[src/rtl/weigh_module_frame_parser_top_macros.svh]
// ----------------------------------------------------------------------------
// Weigh module frame parser assertion macros
// Concurrent assertion shorthands on the local clk and rst.
// ----------------------------------------------------------------------------
`ifndef WEIGH_MODULE_FRAME_PARSER_TOP_MACROS_SVH
`define WEIGH_MODULE_FRAME_PARSER_TOP_MACROS_SVH

// Same-cycle implication, quiet during reset.
`define WMFP_ASSERT_IMPLIES(lbl, ante, cons, msg) \
  lbl: assert property (@(posedge clk) disable iff (rst) (ante) |-> (cons)) \
    else $error(msg);

// Next-cycle implication, quiet during reset.
`define WMFP_ASSERT_NEXT(lbl, ante, cons, msg) \
  lbl: assert property (@(posedge clk) disable iff (rst) (ante) |=> (cons)) \
    else $error(msg);

`endif

[src/rtl/wmfp_pkg.sv]
// ----------------------------------------------------------------------------
// Weigh module frame parser package
// Shared constants, types and decode functions.
// ----------------------------------------------------------------------------
`timescale 1ns / 1ps

package wmfp_pkg;

  localparam int DIGIT_COUNT = 7;
  localparam int END_POS     = DIGIT_COUNT + 6;
  localparam int POS_W       = $clog2(END_POS + 1);

  localparam logic [7:0] START_BYTE = 8'h01;
  localparam logic [7:0] END_BYTE   = 8'h04;
  localparam logic [7:0] CHAR_MINUS = 8'h2d;
  localparam logic [7:0] CHAR_PLUS  = 8'h2b;
  localparam logic [31:0] ASCII_ZERO = 32'd48;

  localparam int Q_DEPTH = 4;
  localparam int Q_AW    = $clog2(Q_DEPTH);
  localparam int Q_CW    = $clog2(Q_DEPTH + 1);

  localparam int PADDR_W   = 3;
  localparam int PDATA_W   = 32;
  localparam logic REG_GRAM_IDX = 1'b0;

  localparam logic [3:0] MODE_NONE   = 4'd0;
  localparam logic [3:0] MODE_KG     = 4'd1;
  localparam logic [3:0] MODE_RAW1   = 4'd2;
  localparam logic [3:0] MODE_RAW2   = 4'd3;
  localparam logic [3:0] MODE_RAW3   = 4'd4;
  localparam logic [3:0] MODE_RAW4   = 4'd5;
  localparam logic [3:0] MODE_RAW5   = 4'd6;
  localparam logic [3:0] MODE_LB     = 4'd7;
  localparam logic [3:0] MODE_ERR    = 4'd8;
  localparam logic [3:0] MODE_INIT   = 4'd9;
  localparam logic [3:0] MODE_EEPROM = 4'd10;
  localparam logic [3:0] MODE_OK     = 4'd11;

  localparam logic [3:0] NIB_KG = 4'h0;
  localparam logic [3:0] NIB_LB = 4'h7;

  localparam logic [1:0] UNIT_KG = 2'd0;
  localparam logic [1:0] UNIT_G  = 2'd1;
  localparam logic [1:0] UNIT_LB = 2'd2;

  typedef enum logic [2:0] {
    K_HI_NIB,
    K_STATUS,
    K_COMMAND,
    K_SIGN,
    K_DIGIT,
    K_END
  } wmfp_kind_t;

  typedef struct packed {
    wmfp_kind_t  kind;
    logic [3:0]  nib;
    logic [7:0]  data;
  } wmfp_entry_t;

  typedef struct packed {
    logic full;
    logic empty;
  } wmfp_q_stat_t;

  function automatic logic [3:0] hex_value(input logic [7:0] c);
    logic [3:0] v;
    v = 4'd0;
    if (c >= 8'h30 && c <= 8'h39) v = c[3:0];
    else if ((c >= 8'h41 && c <= 8'h46) || (c >= 8'h61 && c <= 8'h66)) v = c[3:0] + 4'd9;
    return v;
  endfunction

  function automatic logic [3:0] mode_of(input logic [3:0] hi);
    logic [3:0] m;
    case (hi)
      4'h0: m = MODE_KG;
      4'h1: m = MODE_RAW1;
      4'h2: m = MODE_RAW2;
      4'h3: m = MODE_RAW3;
      4'h4: m = MODE_RAW4;
      4'h5: m = MODE_RAW5;
      4'h7: m = MODE_LB;
      4'h8: m = MODE_ERR;
      4'h9: m = MODE_INIT;
      4'hA: m = MODE_EEPROM;
      4'hF: m = MODE_OK;
      default: m = MODE_NONE;
    endcase
    return m;
  endfunction

endpackage

[src/rtl/wmfp_if.sv]
// ----------------------------------------------------------------------------
// Weigh module frame parser channels
// Valid/ready byte channel and result channel.
// ----------------------------------------------------------------------------
`timescale 1ns / 1ps

interface wmfp_byte_if;
  logic       valid;
  logic       ready;
  logic [7:0] rx_byte;

  modport source (output valid, output rx_byte, input ready);
  modport sink (input valid, input rx_byte, output ready);
endinterface

interface wmfp_result_if;
  logic               valid;
  logic               ready;
  logic signed [31:0] weight_value;
  logic [7:0]         command_code;
  logic [7:0]         status_byte;
  logic [3:0]         data_mode;
  logic [1:0]         weight_unit;
  logic               zero_mark;
  logic               overload_mark;
  logic               tare_mark;
  logic               stable_mark;
  logic               changed;

  modport source (output valid, output weight_value, output command_code,
                  output status_byte, output data_mode, output weight_unit,
                  output zero_mark, output overload_mark, output tare_mark,
                  output stable_mark, output changed, input ready);
  modport sink (input valid, input weight_value, input command_code,
                input status_byte, input data_mode, input weight_unit,
                input zero_mark, input overload_mark, input tare_mark,
                input stable_mark, input changed, output ready);
endinterface

[src/rtl/weigh_module_frame_parser_top.sv]
// ----------------------------------------------------------------------------
// Weigh module frame parser top level
// Serial frame parser for a weighing module link, with an APB register.
//
//   channel   dir   handshake      payload
//   rx        in    valid/ready    rx_byte[7:0]
//   res       out   valid/ready    value, command, status, mode, unit, flags
//   apb       in    psel/penable   gram_display at byte address 0
//
// One byte per cycle in steady state; the front end, the tag queue and the
// back end each handle one byte a cycle. A good frame end reaches res in the
// cycle after the back end pops it.
// Synchronous reset rst clears positions, queue, history and result valid.
// A stall on res holds frame ends in the queue; the front end then stops
// only once the four-entry queue fills. Bytes outside a frame are dropped.
// ----------------------------------------------------------------------------
`timescale 1ns / 1ps
`include "weigh_module_frame_parser_top_macros.svh"

module weigh_module_frame_parser_top (
  input  logic                          clk,
  input  logic                          rst,
  wmfp_byte_if.sink                     rx,
  wmfp_result_if.source                 res,
  input  logic                          psel,
  input  logic                          penable,
  input  logic                          pwrite,
  input  logic [wmfp_pkg::PADDR_W-1:0]  paddr,
  input  logic [wmfp_pkg::PDATA_W-1:0]  pwdata,
  output logic [wmfp_pkg::PDATA_W-1:0]  prdata,
  output logic                          pready
);
  import wmfp_pkg::*;

  logic          gram_display;
  logic          cfg_write;
  logic          q_push;
  logic          q_pop;
  wmfp_entry_t   q_wr_entry;
  wmfp_entry_t   q_rd_entry;
  wmfp_q_stat_t  q_stat;

  // Register file: a single control bit, written in the access phase.
  assign pready    = 1'b1;
  assign cfg_write = psel && penable && pwrite && pready;

  always_ff @(posedge clk) begin
    if (rst) begin
      gram_display <= 1'b0;
    end else if (cfg_write && paddr[2] == REG_GRAM_IDX) begin
      gram_display <= pwdata[0];
    end
  end

  // Read back the register; holes read as zero.
  assign prdata = (paddr[2] == REG_GRAM_IDX) ? {{(PDATA_W-1){1'b0}}, gram_display} : '0;

  // Front end: hunt for start, tag frame bytes by position.
  wmfp_front u_front (
    .clk    (clk),
    .rst    (rst),
    .rx     (rx),
    .q_stat (q_stat),
    .push   (q_push),
    .entry  (q_wr_entry)
  );

  // Tag queue decouples the byte stream from result back-pressure.
  wmfp_queue u_queue (
    .clk      (clk),
    .rst      (rst),
    .push     (q_push),
    .wr_entry (q_wr_entry),
    .pop      (q_pop),
    .rd_entry (q_rd_entry),
    .q_stat   (q_stat)
  );

  // Back end: accumulate fields, check the end byte, emit the result.
  wmfp_back u_back (
    .clk          (clk),
    .rst          (rst),
    .gram_display (gram_display),
    .rd_entry     (q_rd_entry),
    .q_stat       (q_stat),
    .pop          (q_pop),
    .res          (res)
  );

  `WMFP_ASSERT_IMPLIES(a_no_overflow, q_push, !q_stat.full, "queue push while full")
  `WMFP_ASSERT_IMPLIES(a_no_underflow, q_pop, !q_stat.empty, "queue pop while empty")
  `WMFP_ASSERT_IMPLIES(a_lb_unit, res.valid && res.data_mode == MODE_LB, res.weight_unit == UNIT_LB, "lb frame without lb unit")

endmodule

[src/rtl/wmfp_front.sv]
// ----------------------------------------------------------------------------
// Weigh module frame parser front end
// Tracks frame position, tags each byte and decodes hex characters.
// ----------------------------------------------------------------------------
`timescale 1ns / 1ps

module wmfp_front (
  input  logic                  clk,
  input  logic                  rst,
  wmfp_byte_if.sink             rx,
  input  wmfp_pkg::wmfp_q_stat_t q_stat,
  output logic                  push,
  output wmfp_pkg::wmfp_entry_t entry
);
  import wmfp_pkg::*;

  logic [POS_W-1:0] pos;
  logic [POS_W-1:0] pos_next;
  logic             hunting;
  logic             take;

  assign hunting  = (pos == '0);
  // Hunting bytes are dropped, so they never wait on the queue.
  assign rx.ready = hunting || !q_stat.full;
  assign take     = rx.valid && rx.ready;
  assign push     = take && !hunting;

  always_comb begin
    entry.data = rx.rx_byte;
    entry.nib  = hex_value(rx.rx_byte);
    if (pos == POS_W'(1) || pos == POS_W'(3)) begin
      entry.kind = K_HI_NIB;
    end else if (pos == POS_W'(2)) begin
      entry.kind = K_STATUS;
    end else if (pos == POS_W'(4)) begin
      entry.kind = K_COMMAND;
    end else if (pos == POS_W'(5)) begin
      entry.kind = K_SIGN;
    end else if (pos < POS_W'(END_POS)) begin
      entry.kind = K_DIGIT;
    end else begin
      entry.kind = K_END;
    end
  end

  always_comb begin
    pos_next = pos;
    if (take) begin
      if (hunting) begin
        if (rx.rx_byte == START_BYTE) pos_next = POS_W'(1);
      end else if (pos == POS_W'(END_POS)) begin
        pos_next = '0;
      end else begin
        pos_next = pos + POS_W'(1);
      end
    end
  end

  always_ff @(posedge clk) begin
    if (rst) begin
      pos <= '0;
    end else begin
      pos <= pos_next;
    end
  end

endmodule

[src/rtl/wmfp_queue.sv]
// ----------------------------------------------------------------------------
// Weigh module frame parser queue
// Short FIFO of tagged bytes between front and back ends.
// ----------------------------------------------------------------------------
`timescale 1ns / 1ps

module wmfp_queue (
  input  logic                   clk,
  input  logic                   rst,
  input  logic                   push,
  input  wmfp_pkg::wmfp_entry_t  wr_entry,
  input  logic                   pop,
  output wmfp_pkg::wmfp_entry_t  rd_entry,
  output wmfp_pkg::wmfp_q_stat_t q_stat
);
  import wmfp_pkg::*;

  wmfp_entry_t     slots [Q_DEPTH];
  logic [Q_AW-1:0] wr_ptr;
  logic [Q_AW-1:0] rd_ptr;
  logic [Q_CW-1:0] count;
  logic            do_push;
  logic            do_pop;

  assign q_stat.full  = (count == Q_CW'(Q_DEPTH));
  assign q_stat.empty = (count == '0);
  assign do_push      = push && !q_stat.full;
  assign do_pop       = pop && !q_stat.empty;
  assign rd_entry     = slots[rd_ptr];

  always_ff @(posedge clk) begin
    if (do_push) slots[wr_ptr] <= wr_entry;
  end

  always_ff @(posedge clk) begin
    if (rst) begin
      wr_ptr <= '0;
      rd_ptr <= '0;
      count  <= '0;
    end else begin
      if (do_push) wr_ptr <= wr_ptr + Q_AW'(1);
      if (do_pop) rd_ptr <= rd_ptr + Q_AW'(1);
      if (do_push && !do_pop) count <= count + Q_CW'(1);
      else if (do_pop && !do_push) count <= count - Q_CW'(1);
    end
  end

endmodule

[src/rtl/wmfp_back.sv]
// ----------------------------------------------------------------------------
// Weigh module frame parser back end
// Assembles status, command and value, and registers the result.
// ----------------------------------------------------------------------------
`timescale 1ns / 1ps

module wmfp_back (
  input  logic                   clk,
  input  logic                   rst,
  input  logic                   gram_display,
  input  wmfp_pkg::wmfp_entry_t  rd_entry,
  input  wmfp_pkg::wmfp_q_stat_t q_stat,
  output logic                   pop,
  wmfp_result_if.source          res
);
  import wmfp_pkg::*;

  logic [3:0]  high_nibble;
  logic [7:0]  status_held;
  logic [7:0]  command_held;
  logic        negative_flag;
  logic [31:0] accumulator;
  logic [7:0]  previous_status;
  logic [31:0] previous_value;
  logic [1:0]  current_unit;

  logic        out_valid;
  logic [31:0] out_value;
  logic [7:0]  out_command;
  logic [7:0]  out_status;
  logic [3:0]  out_mode;
  logic [1:0]  out_unit;
  logic        out_changed;

  logic        slot_free;
  logic        good_end;
  logic [31:0] digit_term;
  logic [31:0] value;
  logic [1:0]  unit_next;
  logic        changed_next;

  assign slot_free  = !out_valid || res.ready;
  // Stall only a frame end, and only while the result register is full.
  assign pop        = !q_stat.empty && (rd_entry.kind != K_END || slot_free);
  assign good_end   = pop && rd_entry.kind == K_END && rd_entry.data == END_BYTE;
  assign digit_term = {24'd0, rd_entry.data} - ASCII_ZERO;
  assign value      = negative_flag ? (32'd0 - accumulator) : accumulator;

  always_comb begin
    unit_next = current_unit;
    if (status_held[7:4] == NIB_KG) unit_next = gram_display ? UNIT_G : UNIT_KG;
    else if (status_held[7:4] == NIB_LB) unit_next = UNIT_LB;
  end

  assign changed_next = (status_held != previous_status) || (value != previous_value);

  always_ff @(posedge clk) begin
    if (rst) begin
      high_nibble     <= '0;
      status_held     <= '0;
      command_held    <= '0;
      negative_flag   <= 1'b0;
      accumulator     <= '0;
      previous_status <= '0;
      previous_value  <= '0;
      current_unit    <= UNIT_KG;
    end else if (pop) begin
      case (rd_entry.kind)
        K_HI_NIB:  high_nibble  <= rd_entry.nib;
        K_STATUS:  status_held  <= {high_nibble, rd_entry.nib};
        K_COMMAND: command_held <= {high_nibble, rd_entry.nib};
        K_SIGN: begin
          negative_flag <= (rd_entry.data == CHAR_MINUS);
          if (rd_entry.data == CHAR_MINUS || rd_entry.data == CHAR_PLUS) accumulator <= '0;
          else accumulator <= digit_term;
        end
        K_DIGIT: accumulator <= (accumulator << 3) + (accumulator << 1) + digit_term;
        K_END: begin
          if (good_end) begin
            previous_status <= status_held;
            previous_value  <= value;
            current_unit    <= unit_next;
          end
        end
        default: ;
      endcase
    end
  end

  always_ff @(posedge clk) begin
    if (rst) begin
      out_valid <= 1'b0;
    end else if (good_end) begin
      out_valid <= 1'b1;
    end else if (res.ready) begin
      out_valid <= 1'b0;
    end
  end

  always_ff @(posedge clk) begin
    if (good_end) begin
      out_value   <= value;
      out_command <= command_held;
      out_status  <= status_held;
      out_mode    <= mode_of(status_held[7:4]);
      out_unit    <= unit_next;
      out_changed <= changed_next;
    end
  end

  assign res.valid         = out_valid;
  assign res.weight_value  = out_value;
  assign res.command_code  = out_command;
  assign res.status_byte   = out_status;
  assign res.data_mode     = out_mode;
  assign res.weight_unit   = out_unit;
  assign res.zero_mark     = out_status[3];
  assign res.overload_mark = out_status[2];
  assign res.tare_mark     = out_status[1];
  assign res.stable_mark   = out_status[0];
  assign res.changed       = out_changed;

endmodule
[src/flat_wrapper.sv]
// flat-port wrapper written by rule: the top's interface ports become plain ports
module weigh_module_frame_parser_top_flat import wmfp_pkg::*;
  (clk, rst, psel, penable, pwrite, paddr, pwdata, prdata, pready, rx_valid, rx_rx_byte, rx_ready, res_valid, res_weight_value, res_command_code, res_status_byte, res_data_mode, res_weight_unit, res_zero_mark, res_overload_mark, res_tare_mark, res_stable_mark, res_changed, res_ready);
  wmfp_byte_if rx_i ();
  wmfp_result_if res_i ();
  input  logic clk;
  input  logic rst;
  input  logic psel;
  input  logic penable;
  input  logic pwrite;
  input  logic [wmfp_pkg::PADDR_W-1:0] paddr;
  input  logic [wmfp_pkg::PDATA_W-1:0] pwdata;
  output logic [wmfp_pkg::PDATA_W-1:0] prdata;
  output logic pready;
  input wire logic [$bits(rx_i.valid)-1:0] rx_valid;
  input wire logic [$bits(rx_i.rx_byte)-1:0] rx_rx_byte;
  output wire logic [$bits(rx_i.ready)-1:0] rx_ready;
  output wire logic [$bits(res_i.valid)-1:0] res_valid;
  output wire logic [$bits(res_i.weight_value)-1:0] res_weight_value;
  output wire logic [$bits(res_i.command_code)-1:0] res_command_code;
  output wire logic [$bits(res_i.status_byte)-1:0] res_status_byte;
  output wire logic [$bits(res_i.data_mode)-1:0] res_data_mode;
  output wire logic [$bits(res_i.weight_unit)-1:0] res_weight_unit;
  output wire logic [$bits(res_i.zero_mark)-1:0] res_zero_mark;
  output wire logic [$bits(res_i.overload_mark)-1:0] res_overload_mark;
  output wire logic [$bits(res_i.tare_mark)-1:0] res_tare_mark;
  output wire logic [$bits(res_i.stable_mark)-1:0] res_stable_mark;
  output wire logic [$bits(res_i.changed)-1:0] res_changed;
  input wire logic [$bits(res_i.ready)-1:0] res_ready;
  assign rx_i.valid = rx_valid;
  assign rx_i.rx_byte = rx_rx_byte;
  assign rx_ready = rx_i.ready;
  assign res_valid = res_i.valid;
  assign res_weight_value = res_i.weight_value;
  assign res_command_code = res_i.command_code;
  assign res_status_byte = res_i.status_byte;
  assign res_data_mode = res_i.data_mode;
  assign res_weight_unit = res_i.weight_unit;
  assign res_zero_mark = res_i.zero_mark;
  assign res_overload_mark = res_i.overload_mark;
  assign res_tare_mark = res_i.tare_mark;
  assign res_stable_mark = res_i.stable_mark;
  assign res_changed = res_i.changed;
  assign res_i.ready = res_ready;
  weigh_module_frame_parser_top u_core (.clk(clk), .rst(rst), .rx(rx_i), .res(res_i), .psel(psel), .penable(penable), .pwrite(pwrite), .paddr(paddr), .pwdata(pwdata), .prdata(prdata), .pready(pready));
endmodule
[config.mk]
export PLATFORM = sky130hd
export DESIGN_NAME = weigh_module_frame_parser_top_flat
export DESIGN_NICKNAME = d
export VERILOG_FILES = /design/src/rtl/wmfp_pkg.sv /design/src/rtl/wmfp_if.sv /design/src/rtl/weigh_module_frame_parser_top.sv /design/src/rtl/wmfp_front.sv /design/src/rtl/wmfp_queue.sv /design/src/rtl/wmfp_back.sv /design/src/flat_wrapper.sv
export VERILOG_INCLUDE_DIRS = /design/src /design/src/rtl
export SDC_FILE = /design/constraint.sdc
export NUM_CORES = 1
export LEC_CHECK = 0
export BUFFER_PORTS_ARGS = -buffer_cell sky130_fd_sc_hd__buf_4
export CAP_MARGIN = 20
export CORE_MARGIN = 4
export CORE_UTILIZATION = 30
export DETAILED_ROUTE_END_ITERATION = 10
export MAX_ROUTING_LAYER = met4
export PLACE_DENSITY = 0.51
export SYNTH_ARGS = -nofsm -noshare
export SYNTH_HDL_FRONTEND = slang
export SYNTH_SLANG_ARGS = --single-unit
export TNS_END_PERCENT = 50
[constraint.sdc]
create_clock -name clk -period 23.6 [get_ports clk]
set_input_delay 4.72 -clock clk [delete_from_list [all_inputs] [get_ports clk]]
set_output_delay 4.72 -clock clk [all_outputs]
set_load 0.01 [all_outputs]
---- Word level (Yosys, flattened, before mapping) ----
Memory sizes are Yosys's and may differ from the RTL's. A register that Yosys moved wholly into a read port is not among the register bits.
Index checks and enable logic that the tools add are counted.
operators by class
  mux-type cells .......................... 25
  magnitude comparators ................... 7
  bitwise gates (word level) .............. 1
  eq/ne operators ......................... 21
  add/subtract/negate cells ............... 10
  reduce and logical (&&, ||, !) cells .... 42
operators with widths
  operator               number
  $add 32x32->32         2
  $mux 32                2
  $pmux 32 s2            1
  $ne 32x32->1           1
  $sub 1x32->32 const A  1
  $mux 4                 5
  $mux 3                 6
  $eq 8x6->1 const B     2
  $ge 8x7->1 const B     2
  $le 8x7->1 const B     2
  $logic_and 1x1->1      15
  $eq 4x3->1 const B     3
  $reduce_and 2->1       6
  $eq 3x3->1 const B     3
  $sub 8x6->9 const B    1
  $eq 4x2->1 const B     2
  $eq 8x1->1 const B     1
  $eq 8x3->1 const B     1
  $ge 8x6->1 const B     1
  $le 8x6->1 const B     1
  $logic_not 4->1        2
  $mux 2                 4
  $ne 8x8->1             1
  $logic_or 1x1->1       7
  other kinds (18)       34
storage, ports and cells
  input port bits ......................... 50
  memory bits (writable) .................. 60
  word-level logic and storage cells ...... 127
  ROM bits ................................ 64
  flip-flop bits (word level) ............. 159
  memories kept ........................... 2
memories
  memory                depth  bits a word  read ports  clocked after memory_dff  write ports  RTL line          text
  (name not given)      16     4            1           1                         0            wmfp_pkg.sv:77    case (hi)
  u_core.u_queue.slots  4      15           1           1                         1            wmfp_queue.sv:18  wmfp_entry_t slots [Q_DEPTH];

---- Depth between registers and ports, before layout ----
Gate-level depths: netlist (run 1).
  depth in word-level cells ............... 10
  mapped depth ............................ 15
  gate-level depth less buffers ........... 13

---- Hierarchy ----
A second synthesis (run 1) with hierarchy kept.
second synthesis, totals
  cells, all modules ...................... 1283
  area, all modules ....................... 12927.4 um2
modules (own cells, without submodules)
  module                         area an instance (um2)  cells an instance  times used
  wmfp_back                      9476.6                  1058               1
  wmfp_queue                     2646.3                  126                1
  wmfp_front                     495.5                   59                 1
  weigh_module_frame_parser_top  309.0                   40                 1

---- Worst setup path before layout (run 1) ----
No wires, ideal clock.
  kind .................................... in2reg
  start ................................... input port res_ready
  end ..................................... register u_core.u_back.out_changed (netlist: u_core.u_back.res.changed), enable pin
  stages on the path ...................... 3
  setup slack ............................. 12.710 ns
  library setup time ...................... 0.604 ns
  arrival ................................. 10.286 ns
  cell sequence ........................... nand2b_1 > o21bai_2 > nor4_1
between the ends
  longest elaborated chain between the ends .. 5
ends and longest elaborated chain
  item                            RTL line            text
  from (decl)                     flat_wrapper.sv:29  input wire logic [$bits(res_i.ready)-1:0] res_ready;
  $logic_or 1x1->1                wmfp_back.sv:42     assign slot_free = !out_valid || res.ready;
  $logic_or 1x1->1                wmfp_back.sv:44     assign pop = !q_stat.empty && (rd_entry.kind != K_END || slot_free);
  $logic_and 1x1->1               wmfp_back.sv:44
  $logic_and 1x1->1 (2 in a row)  wmfp_back.sv:45     assign good_end = pop && rd_entry.kind == K_END && rd_entry.data == END_BYTE;
  net u_core.u_back.good_end      wmfp_back.sv:36     logic good_end;
  to (signal assigned)            wmfp_back.sv:107    out_changed <= changed_next;
  to (decl)                       wmfp_back.sv:33     logic out_changed;
The timed path passes the listed nets, and every way through them passes these cells.
A chain may end at the register's enable or synchronous reset.

---- Worst setup path in the final report (run 1) ----
  start ................................... input port paddr[2] in the netlist's numbering
  end ..................................... output port prdata[0] in the netlist's numbering
between the ends
  longest elaborated chain between the ends .. 1
ends and longest elaborated chain
  item         RTL line                             text
  from (decl)  flat_wrapper.sv:11                   input logic [wmfp_pkg::PADDR_W-1:0] paddr;
  $mux 1       weigh_module_frame_parser_top.sv:56  assign prdata = (paddr[2] == REG_GRAM_IDX) ? {{(PDATA_W-1){1'b0}}, gram_display} : '0;
  to (decl)    flat_wrapper.sv:13                   output logic [wmfp_pkg::PDATA_W-1:0] prdata;
No other way between the ends.

==> summary.md, run 1 <==
| Metric | Value |
|---|---|
| F_max | 0.102 GHz |
| Vias in the first global route | 8867 |
| Synth area leader | edfxtp_1 |
| DP Area | 13500 um^2 |
| Rel. slew slack | 0.383 |
| RSZ-0062 raised after global routing | no |
| Routed vias/inst | 4.95 |
| Placed Instances | 1782 |
| Clock network fraction of design power | 0.225 |
| CP max stage delay | 120 ps |
| Worst Setup Path Type | in -> out |
| Post-CTS Repair Setup Buffers | 0 |
| Post-synth EDFFs | 115 |
| Crit. End Element | output pin |
| Row count | 74 |
| Simple-Gate Fraction of Synth Area | 0.143 |
| # IOs | 144 |
| Post-DR wirelength/cell | 17.0 um |
| Clk pin slew, worst setup/hold paths | 60 ps |
| Mux share of post-synthesis cell area | 0.0511 |
| Cell variety after synth | 75 |
| #FFs+latches synth | 225 |
| Worst setup path endpoint | prdata[0] |
| CP Depth | 3 |
| DP Worst Slack | 13820 ps |
| Hold WC Path Type | reg -> reg |
| Sequential-to-total area share from yosys stat | 0.450 |
| Compound-Gate Fraction of Synth Area | 0.135 |
| Crit-path leading delay family | buffers and inverters |
| Layout filler cell count | 4187 |
| Worst slew pin tran | 903 ps |
| Cell area after synthesis | 12600 um^2 |
| CP arrival | 5050 ps |
| Hold Buf Count CTS | 0 |
| HPWL after detailed placement | 22.2 mm |
| Mapped Cells | 1220 |
| Comb power frac | 0.468 |
| Root buffer cell | clkbuf_16 |
| Final setup margin | 13830 ps |
| Worst setup SP type | input port |
| CTS tree | done |
| R2R setup slack | 18360 ps |
| Tmin final | 9770 ps |
| Sw frac | 0.424 |
| Die X | 213 um |
| Synth top area share | 0.275 |
| Power per cell area | 116 nW/um^2 |
| Clock Latency Late Sink | 540 ps |
| Routability cong. | 0.896 |
| Slew Limit Fails | 0 |
| Switch Pwr | 0.707 mW |
| Adder-Cell Fraction of Synth Area | 0.0957 |
| 1st-pass router iterations | 5 |
| FF-to-FF End | u_core.u_back.accumulator[31] |
| Resized Gates After CTS | 0 |
| Period utilization | 0.414 |
| Via count of the routed design | 9046 |
| CTS sink cnt | 225 |
| Antenna violations before repair | 0 |
| Initial Util | 0.305 |
| Largest net degree at the start of global routing | 81 |
| Cells along the critical path | buf_4, nor2b_1, buf_4 |
| Global-route wire length before repair | 49.6 mm |
| Final wirelength | 31.1 mm |
| Full die area | 45200 um^2 |
| CP Launch Point | paddr[2] |
| Design area | 14300 um^2 |
| Most used DFF post-synth | edfxtp_1 |
| # DRC | 0 |
| Die height | 213 um |
| P_int | 0.959 mW |
| Setup TNS | 0 ps |
| Commonest non-fill, non-tap cell in the layout | nand2_1 |
| Tot Pwr | 1.67 mW |
| Nets | 1404 |
| Share of cells above drive strength 1 | 0.132 |
| TritonCTS buffer count | 24 |
| Cell mode on critical path | buf_4 |
| Non-filler instance count after layout | 1826 |
| Worst Path Max Fanout | 2 |
| Slowest stage cell, crit path | buf_4 |
| Static Leak | 5.28 nW |
| Synth async-reset ratio | 0 |
| Peak supply drop | 56.1 uV |
| Total Routing Usage GR | 0.140 |
| Sequential share of power | 0.308 |
| CTS HTree Levels | 1 |
| Status | finished, final reports clean |
| Worst clock skew | 17.8 ps |
| Diode count | 0 |
| Clock Path Buffers | 3 |
| Largest family of logic cells by synthesized area | simple AND/OR/NAND/NOR gates |
| Post-Synth XOR/XNOR Area | 0.0718 |
| Max-cap viol count | 0 |
| PortBufs | 78 |
| Core area | 41100 um^2 |
| Commonest cells after routing, fill and taps aside | nand2_1 (138), edfxtp_1 (115), dfxtp_1 (109) |
| Worst r2r path cells | 15 |
| Fin. Hold Viols | 0 |
| Syn Area/Cell | 10.3 um^2 |
| CP bufs+invs | 2 |
| Synth warn | 0 |
| GR Overflow Total | 0 |
| Endpoints failing setup | 0 |
| Initial DRC count | 567 |
| Syn-to-layout area delta | 14.1% |
| Critical Path RT | 18880 ps |
| Largest cells by area after synthesis | edfxtp_1 (28%), dfxtp_1 (18%), xnor2_1 (5.3%) |
| ANT nets after route | 0 |
## cells by family (layout without fill, tap and decap cells)
logic type / Yosys count / after routing
adder cells (fa/ha/maj): 78 / 78
multiplexers: 44 / 44
AND/OR/NAND/NOR: 368 / 368
flip-flops: 225 / 225
AO/OA/AOI/OAI: 272 / 272
other: 2 / 32
XOR/XNOR: 103 / 103
buffers and inverters: 128 / 172
## cell usage after synthesis, types with 14 or more instances
library cell	number
clkbuf_1	35
a21oi_1	105
ha_1	48
edfxtp_1	115
o21ai_0	51
fa_1	30
a211oi_1	14
xor2_1	27
dfxtp_1	110
nand2_1	138
nor3_1	33
mux2i_1	27
inv_1	37
nand3_1	19
nor2_1	80
mux4_2	16
xnor2_1	76
a21o_1	16
buf_4	36
## worst register-to-register path: stages, from the launching register on
cell	delay, ps
dfxtp_1	810
mux4_2	470
ha_1	270
nor3_4	170
buf_4	410
fa_1	530
ha_1	380
a21oi_1	130
o21ai_0	470
o2bb2ai_1	190
o31ai_1	290
buf_4	200
a21oi_1	70
a211oi_1	370
o2111ai_1	150
a211oi_1	220
## registers in the layout, summed over array words and instances (netlist names), 8 cells and up, named ones only
register	count
u_core.u_queue.slots	60
u_core.u_back.res.weight_value	32
u_core.u_back.accumulator	32
u_core.u_back.previous_value	32
u_core.u_back.command_held	8
u_core.u_back.res.command_code	8
u_core.u_back.previous_status	8
u_core.u_back.status_held	8
u_core.u_back.res.status_byte	8
## routing by layer
layer,GRT usage,routed length [um]
met5,-,0
met4,0.0244,494
met3,0.0236,1400
met2,0.225,14900
met1,0.190,14300
## worst min path at each step
stage | from | endpoint | slack, ps | cells after the start
global placement | u_core.u_back.command_held[1] | u_core.u_back.res.command_code[1] | 410 | 0
floorplan | u_core.u_back.command_held[0] | u_core.u_back.res.command_code[0] | 410 | 0
finish | u_core.u_back.command_held[1] | u_core.u_back.res.command_code[1] | 420 | 0
detailed placement | u_core.u_back.command_held[0] | u_core.u_back.res.command_code[0] | 420 | 0
CTS | u_core.u_back.command_held[1] | u_core.u_back.res.command_code[1] | 430 | 0
global route | u_core.u_back.command_held[5] | u_core.u_back.res.command_code[5] | 440 | 0
## layout make-up
class	count	area, um^2	share of cell area
Tap cell	532	666	0.0465
Clock inverter	11	114	0.00795
Inverter	37	139	0.00969
Timing Repair Buffer	91	683	0.0477
Multi-Input combinational cell	897	6380	0.446
Clock buffer	33	684	0.0478
Sequential cell	225	5660	0.395
## per-stage QoR
step	util	hold WS, ps
final	0.348	424
after global routing	0.348	436
after CTS	0.348	427
after detailed placement	0.329	418
after global placement	0.329	411
after floorplan	-	408
## power by group through the flow
stage / combinational [mW] / clock [mW] / sequential [mW]
2_1_floorplan: 0.609 / 0 / 0.487
3_3_place_gp: 0.774 / 0 / 0.523
3_5_place_dp: 0.775 / 0 / 0.523
4_1_cts: 0.781 / 0.387 / 0.515
5_1_grt: 0.880 / 0.406 / 0.521
6_report: 0.780 / 0.374 / 0.513
No activity file was read; power rests on OpenSTA's default activity.
==> inputs of run 2 (changes only) <==
- clock period: 23.6 -> 9.8 ns (I/O delays scaled with it)
==> summary.md, run 2 (synthesis gave the netlist of run 1 again) <==
| Metric | Value |
|---|---|
| Largest register FFs | 60 |
| Post-CTS Repair Setup Buffers | 0 |
| Die height | 213 um |
| Critical Path RT | 10240 ps |
| Period utilization | 0.565 |
| Vias in the first global route | 8647 |
| Worst slew pin tran | 1030 ps |
| Clock Path Buffers | 3 |
| ANT nets after route | 0 |
| DP Area | 13500 um^2 |
| CTS tree | done |
| Core area | 41100 um^2 |
| Routed vias/inst | 4.93 |
| Tmin final | 5530 ps |
| Largest net degree at the start of global routing | 79 |
| Rel. slew slack | 0.296 |
| Design area | 14300 um^2 |
| Post-DR wirelength/cell | 17.0 um |
| Worst clock skew | 11.6 ps |
| Worst r2r path cells | 15 |
| GR Overflow Total | 0 |
| 1st-pass router iterations | 5 |
| Resized Gates After CTS | 0 |
| Initial DRC count | 546 |
| Setup TNS | 0 ps |
| Via count of the routed design | 9002 |
| Clock Latency Late Sink | 540 ps |
| Worst Path Max Fanout | 25 |
| WHS | 427 ps |
| Slew Limit Fails | 0 |
| Routability cong. | 0.892 |
| Max-cap viol count | 0 |
| Worst Setup Path Type | reg -> reg |
| Final core utilization | 0.349 |
| Worst setup SP type | register |
| Nets | 1404 |
| RSZ-0062 raised after global routing | no |
| Die X | 213 um |
| Fin. Hold Viols | 0 |
| Full die area | 45200 um^2 |
| Global-route wire length before repair | 49.2 mm |
| Diode count | 0 |
| Antenna violations before repair | 0 |
| Row count | 74 |
| Commonest non-fill, non-tap cell in the layout | nand2_1 |
| Initial Util | 0.305 |
| Share of cells above drive strength 1 | 0.132 |
| CP arrival | 5970 ps |
| Power per cell area | 281 nW/um^2 |
| Root buffer cell | clkbuf_16 |
| Most flop-heavy register | u_core.u_queue.slots |
| CTS HTree Levels | 1 |
| # IOs | 144 |
| HPWL after detailed placement | 21.9 mm |
| Final wirelength | 31.0 mm |
| Syn-to-layout area delta | 14.3% |
| Crit. End Element | register |
| Hold Buf Count CTS | 0 |
| WHS Path Cells | 0 |
| PortBufs | 78 |
| Endpoints failing setup | 0 |
| Peak supply drop | 135 uV |
| Hold WC Path Type | reg -> reg |
| Total Routing Usage GR | 0.138 |
| Static Leak | 5.30 nW |
| Commonest cells after routing, fill and taps aside | nand2_1 (138), edfxtp_1 (115), dfxtp_1 (109) |
| Status | finished, final reports clean |
| Clk pin slew, worst setup/hold paths | 60 ps |
| TritonCTS buffer count | 24 |
| # DRC | 0 |
| CTS sink cnt | 225 |
| F_max | 0.181 GHz |
==> run 2: through the flow <==
stage | worst slack [ps] | cells | total power, mW
2_1_floorplan | 1670 | 1250 | 2.64
4_1_cts | 4240 | 1826 | 4.07
6_report | 4270 | 1826 | 4.04
3_3_place_gp | 4280 | 1782 | 3.13
5_1_grt | 3800 | 1826 | 4.36
3_5_place_dp | 4310 | 1782 | 3.13
==> run 2: cell type report <==
type	count	area (um^2)
clock buffers	33	716
clock inverters	11	105
fillers	4188	26800
inverters	37	139
multi-input cells	897	6380
flip-flops and latches	225	5660
well taps	532	666
repair buffers	91	683
==> run 2: metal layers <==
layer  up-vias  routed length, um  GRT usage
met5         -                  0          -
met4         0                557     0.0238
met3        35               1160     0.0196
met2       160              14500      0.218
met1      4347              14800      0.194
li1       4460                  -          -
==> run 2: path summary, 6_finish.rpt <==
| path | from | to | slack [ps] |
|---|---|---|---|
| min reg2reg | u_core.u_back.command_held[6] | u_core.u_back.res.command_code[6] | 430 |
| max reg2reg | register | u_core.u_back.accumulator[31] | 4270 |
| min | u_core.u_back.command_held[6] | u_core.u_back.res.command_code[6] | 430 |
| max | register | u_core.u_back.accumulator[31] | 4270 |
==> run 2: critical path, stage by stage (launching register included) <==
cell and delay [ps]:
dfxtp_1 300, buf_4 300, mux4_2 600, ha_1 270, nor3_4 180, buf_4 420
fa_1 510, ha_1 370, a21oi_1 120, o21ai_0 460, o2bb2ai_1 180, o31ai_1 770
a21oi_1 180, a211oi_1 360, o2111ai_1 140, a211oi_1 230
==> run 2: power by group <==
group	internal (mW)	switching (mW)	leakage, nW
Combinational	0.727	1.16	2.96
Sequential	1.06	0.164	1.93
Clock	0.540	0.378	0.406
